<file path="src/sv/vt4_pkg.sv">
// Shared types and constants for the 4x4 vertex transform block.
`default_nettype none

package vt4_pkg;

	// Element and vertex component width, signed fixed point
	localparam int WORD_WIDTH = 32;
	// Default fraction bits of the fixed-point format
	localparam int FRAC_BITS = 16;
	// Queue between the front and back ends; a power of two so pointers wrap
	localparam int QUEUE_DEPTH = 4;
	localparam int QPTR_W = $clog2(QUEUE_DEPTH);
	localparam int QCNT_W = $clog2(QUEUE_DEPTH + 1);

	typedef enum logic {
		OP_LOAD  = 1'b0,
		OP_XFORM = 1'b1
	} op_t;

	// One queued transaction. For a load, data[0] holds the element value.
	// For a transform, data[0..3] hold x, y, z and w.
	typedef struct packed {
		op_t                              op;
		logic [1:0]                       col;
		logic [1:0]                       row;
		logic [3:0][WORD_WIDTH-1:0]       data;
	} item_t;

endpackage

`default_nettype wire

</file>
<file path="src/sv/vt4_front.sv">
// Front end: accepts transactions, classifies them and queues them.
`default_nettype none

module vt4_front (
	input  wire logic                             clk,
	input  wire logic                             arst_n,
	input  wire logic                             cmd_valid,
	output logic                                  cmd_stall,
	input  wire logic                             operation,
	input  wire logic [1:0]                       column_index,
	input  wire logic [1:0]                       row_index,
	input  wire logic signed [vt4_pkg::WORD_WIDTH-1:0] element_value,
	input  wire logic signed [vt4_pkg::WORD_WIDTH-1:0] vec_x,
	input  wire logic signed [vt4_pkg::WORD_WIDTH-1:0] vec_y,
	input  wire logic signed [vt4_pkg::WORD_WIDTH-1:0] vec_z,
	input  wire logic signed [vt4_pkg::WORD_WIDTH-1:0] vec_w,
	output vt4_pkg::item_t                        head,
	output logic                                  head_valid,
	input  wire logic                             pop
);

	vt4_pkg::item_t              queue_q [vt4_pkg::QUEUE_DEPTH];
	logic [vt4_pkg::QPTR_W-1:0]  wr_ptr_q;
	logic [vt4_pkg::QPTR_W-1:0]  rd_ptr_q;
	logic [vt4_pkg::QCNT_W-1:0]  count_q;
	vt4_pkg::item_t              new_item;
	logic                        push;
	logic                        do_pop;

	assign cmd_stall  = (count_q == vt4_pkg::QCNT_W'(vt4_pkg::QUEUE_DEPTH));
	assign push       = cmd_valid && !cmd_stall;
	assign head_valid = (count_q != '0);
	assign do_pop     = pop && head_valid;
	assign head       = queue_q[rd_ptr_q];

	// Classify: a load carries only its element, a transform its vertex
	always_comb begin
		new_item.op  = vt4_pkg::op_t'(operation);
		new_item.col = column_index;
		new_item.row = row_index;
		if (vt4_pkg::op_t'(operation) == vt4_pkg::OP_LOAD) begin
			new_item.data = {{(3*vt4_pkg::WORD_WIDTH){1'b0}}, element_value};
		end else begin
			new_item.data = {vec_w, vec_z, vec_y, vec_x};
		end
	end

	always_ff @(posedge clk) begin
		if (push) begin
			queue_q[wr_ptr_q] <= new_item;
		end
	end

	always_ff @(posedge clk or negedge arst_n) begin
		if (!arst_n) begin
			wr_ptr_q <= '0;
			rd_ptr_q <= '0;
			count_q  <= '0;
		end else begin
			if (push) begin
				wr_ptr_q <= wr_ptr_q + 1'b1;
			end
			if (do_pop) begin
				rd_ptr_q <= rd_ptr_q + 1'b1;
			end
			case ({push, do_pop})
				2'b10:   count_q <= count_q + 1'b1;
				2'b01:   count_q <= count_q - 1'b1;
				default: count_q <= count_q;
			endcase
		end
	end

	a_count_bound: assert property (@(posedge clk) disable iff (!arst_n)
		count_q <= vt4_pkg::QCNT_W'(vt4_pkg::QUEUE_DEPTH))
		else $error("queue count above depth");

	a_push_only: assert property (@(posedge clk) disable iff (!arst_n)
		(push && !do_pop) |=> (count_q == $past(count_q) + 1'b1))
		else $error("queue count did not grow on push");

	a_pop_only: assert property (@(posedge clk) disable iff (!arst_n)
		(do_pop && !push) |=> (count_q == $past(count_q) - 1'b1))
		else $error("queue count did not shrink on pop");

endmodule

`default_nettype wire

</file>
<file path="config.mk">
export PLATFORM = sky130hd
export DESIGN_NAME = vt4_front
export DESIGN_NICKNAME = d
export VERILOG_FILES = /design/src/sv/vt4_pkg.sv /design/src/sv/vt4_front.sv
export SDC_FILE = /design/constraint.sdc
export NUM_CORES = 1
export LEC_CHECK = 0
export ABC_AREA = 1
export BUFFER_PORTS_ARGS = -buffer_cell sky130_fd_sc_hd__buf_4
export CORE_ASPECT_RATIO = 1.25
export CORE_UTILIZATION = 25
export CTS_BUF_LIST = sky130_fd_sc_hd__clkbuf_16
export DETAILED_ROUTE_END_ITERATION = 10
export GPL_TIMING_DRIVEN = 0
export PLACE_DENSITY = 0.5
export SKIP_CTS_REPAIR_TIMING = 1
export SLEW_MARGIN = 10
export SYNTH_ARGS = -nofsm -noshare
export SYNTH_HDL_FRONTEND = slang
export SYNTH_SLANG_ARGS = --single-unit
export TNS_END_PERCENT = 5
</file>
<file path="constraint.sdc">
create_clock -name clk -period 10.7 [get_ports clk]
set_clock_uncertainty 0.2 [all_clocks]
set_input_delay 2.14 -clock clk [delete_from_list [all_inputs] [get_ports clk]]
set_output_delay 2.14 -clock clk [all_outputs]
set_load 0.05 [all_outputs]
</file>
==> summary.md <==
| Metric | Value |
|---|---|
| Clk buf depth | 3 |
| WHS Path Cells | 1 |
| Worst hold margin | 0.308 ns |
| Core area | 89900 um2 |
| Final wirelength | 65800 um |
| H-tree Lvls | 2 |
| Arrival time worst endpoint | 2.65 ns |
| Worst R2R End | queue_q[1][115] |
| Reg clk slew, reported paths | 0.06 ns |
| Vias in the first global route | 15000 |
| Pre-antenna DRT Iters | 5 |
| Port Buffers | 303 |
| DR WL/cell | 19.0 um |
| Cell Area, Synth | 22700 um2 |
| CP Cell Sequence | buf_2, buf_2, buf_2, o211ai_1, nand2_1, buf_4 |
| Post-Synthesis Cells | 1850 |
| Setup TNS | 0 ns |
| Residual DRC | 0 |
| Starting density of the core | 0.252 |
| Slew Limit Fails | 0 |
| Flop-to-flop setup slack | 7.84 ns |
| Most frequent cell after synthesis | edfxtp_1 |
| Unrepaired setup endpoints after global routing | no |
| Mapped Nets | 2025 |
| CTS Root Cell | clkbuf_16 |
| Synth warnings | 0 |
| Worst r2r path cells | 7 |
| FF+latch count, synth | 539 |
| Post-synth EDFFs | 532 |
| GRT Util Overall | 0.140 |
| Max IR drop VDD | 0.000210 V |
| Mean Syn Cell Area | 12.3 um2 |
| Endpoints failing setup | 0 |
| R2R Path Start | count_q[0] |
| Asr flop ratio synth | 0.0130 |
| Top area cells in the synthesized netlist | edfxtp_1 (70%), o211ai_1 (8.5%), nand2_1 (8.5%), inv_1 (4.7%), inv_2 (1.6%) |
| Post-Place Worst Slack | 6.16 ns |
| Global-route wire length before repair | 95800 um |
| Row count | 123 |
| Clock sink count | 539 |
| Worst slew pin tran | 0.891 ns |
| Period utilization | 0.467 |
| Yosys top cell by area | edfxtp_1 |
| Initial DRC count | 930 |
| HPWL Detailed | 45300 um |
| Crit-path slowest cell | buf_2 |
| Worst skew pair latency | 0.59 ns |
| Initial antenna violation count | 2 |
| Crit Path Category | flip-flop to output port |
| Nets | 2411 |
| Yosys top cell area share | 0.705 |
| Top cell by count, worst path | buf_2 |
| Die X-Extent | 271 um |
| Crit-path max cell delay | 0.46 ns |
| Maximum Capacitance Violations | 0 |
| Top-Level Pins | 304 |
| CP Capture Type | output port |
| CTS tree | yes |
| Share of cells above drive strength 1 | 0.263 |
| Yosys cell types | 21 |
| Register area share after synthesis | 0.712 |
| CP required | 8.36 ns |
| Die Ht | 339 um |
| Hold crit path type | flip-flop to flip-flop |
| CP endpoint | head[129] |
| Synth top cells by count | edfxtp_1 (532), nand2_1 (513), inv_1 (284) |
| Routability cong. | 0.754 |
| Fmax | 0.200 GHz |
| Area delta synth->final | 27.3% |
| Pin count of the biggest net entering global routing | 24 |
| Crit path time final | 4.99 ns |
| Final WS setup | 5.71 ns |
| Power Dens Cells | 319 nW/um2 |
| Routed vias | 14700 |
| Antenna viol nets, final | 0 |
| Most common flop cell mapped by yosys | edfxtp_1 |
| Worst relative slew slack | 0.406 |
| Num CTS Buffers | 56 |
| Final Hold Vio Count | 0 |
| CP Launch Type | flip-flop |
| Die Footprint | 91900 um2 |
| Leak | 12.0 nW |
| Worst-path fanout max | 10 |
| Core Util, Final | 0.321 |
| Via-to-Cell Ratio | 4.25 |
| GRT Residual Overflow | 0 |
| Status | completed |
| Worst Setup SP | rd_ptr_q[1] |
[cell usage in the layout (no fill, tap or decap), drive strengths merged]
cell type,netlist,layout
clkbuf,27,86
nand4,1,1
clkinvlp,0,1
o21ai,1,1
nand2,513,513
buf,75,403
dfrtp,7,7
ha,5,5
o211ai,266,266
nor2,4,4
inv,378,387
fa,1,1
nand3,7,7
clkinv,0,25
edfxtp,532,532
mux2,32,32
xnor2,1,1
diode,0,1
bufinv,0,7
[how the worst min path moves through the flow]
stage | slack (ns) | from | end
after detailed placement | 0.29 | count_q[2] | count_q[2]
after global routing | 0.33 | count_q[0] | count_q[0]
final | 0.31 | count_q[0] | count_q[0]
after global placement | 0.28 | count_q[0] | count_q[0]
after CTS | 0.30 | count_q[2] | count_q[2]
after floorplan | 0.26 | count_q[2] | count_q[2]
[cells by family after synthesis]
| kind of cell | synth area share |
|---|---|
| DFF | 0.712 |
| and+or+nand+nor | 0.0874 |
| buffers and inverters | 0.0901 |
| AOI/OAI and AO/OA | 0.0903 |
| muxes | 0.0159 |
| adders and majority gates | 0.00364 |
| xor gates and xnor gates | 0.000386 |
[final cells by class]
class                      instances  area (um2)
sequential                       539       16200
antenna                            1        2.50
clock buffer                      59        1480
buffer                           102         624
inverter                         378        1420
clock inverter                    42         387
tap                             1187        1490
multi-input combinational        831        4510
fill                            8966       61000
timing repair buffer             328        2810
[registers in the layout, indices dropped and copies added (netlist names)]
signal and count:
queue_q 532, count_q 3, rd_ptr_q 2, wr_ptr_q 2
[metal layers]
layer / wire length [um] / vias up / track usage
li1: - / 7057 / -
met1: 27500 / 7230 / 0.171
met2: 33300 / 362 / 0.248
met3: 2940 / 89 / 0.0232
met4: 1990 / 2 / 0.0494
met5: 10 / - / 0
[report_power, final]
part           switching (mW)  internal [mW]  leakage, nW
sequential             0.0880           2.78         5.03
combinational            3.18           1.18         6.02
clock                   0.812           1.16        0.941
total                    4.08           5.12         12.0
[worst max-delay path: cells and delay by family, from the launching register on]
kind,cells,cell delay [ns]
buffers and inverters,4,1.42
DFF,1,0.32
and+or+nand+nor,1,0.16
AOI/OAI and AO/OA,1,0.14
[metrics by stage]
stage | cell area, um2 | power [mW] | std cells
6_report | 28900 | 9.20 | 3467
4_1_cts | 28900 | 9.37 | 3466
3_5_place_dp | 27000 | 7.38 | 3365
2_1_floorplan | 22700 | 5.72 | 1850
3_3_place_gp | 26400 | 7.40 | 3340
5_1_grt | 28900 | 9.65 | 3466
Note: power is estimated with default switching activity, not from simulation.
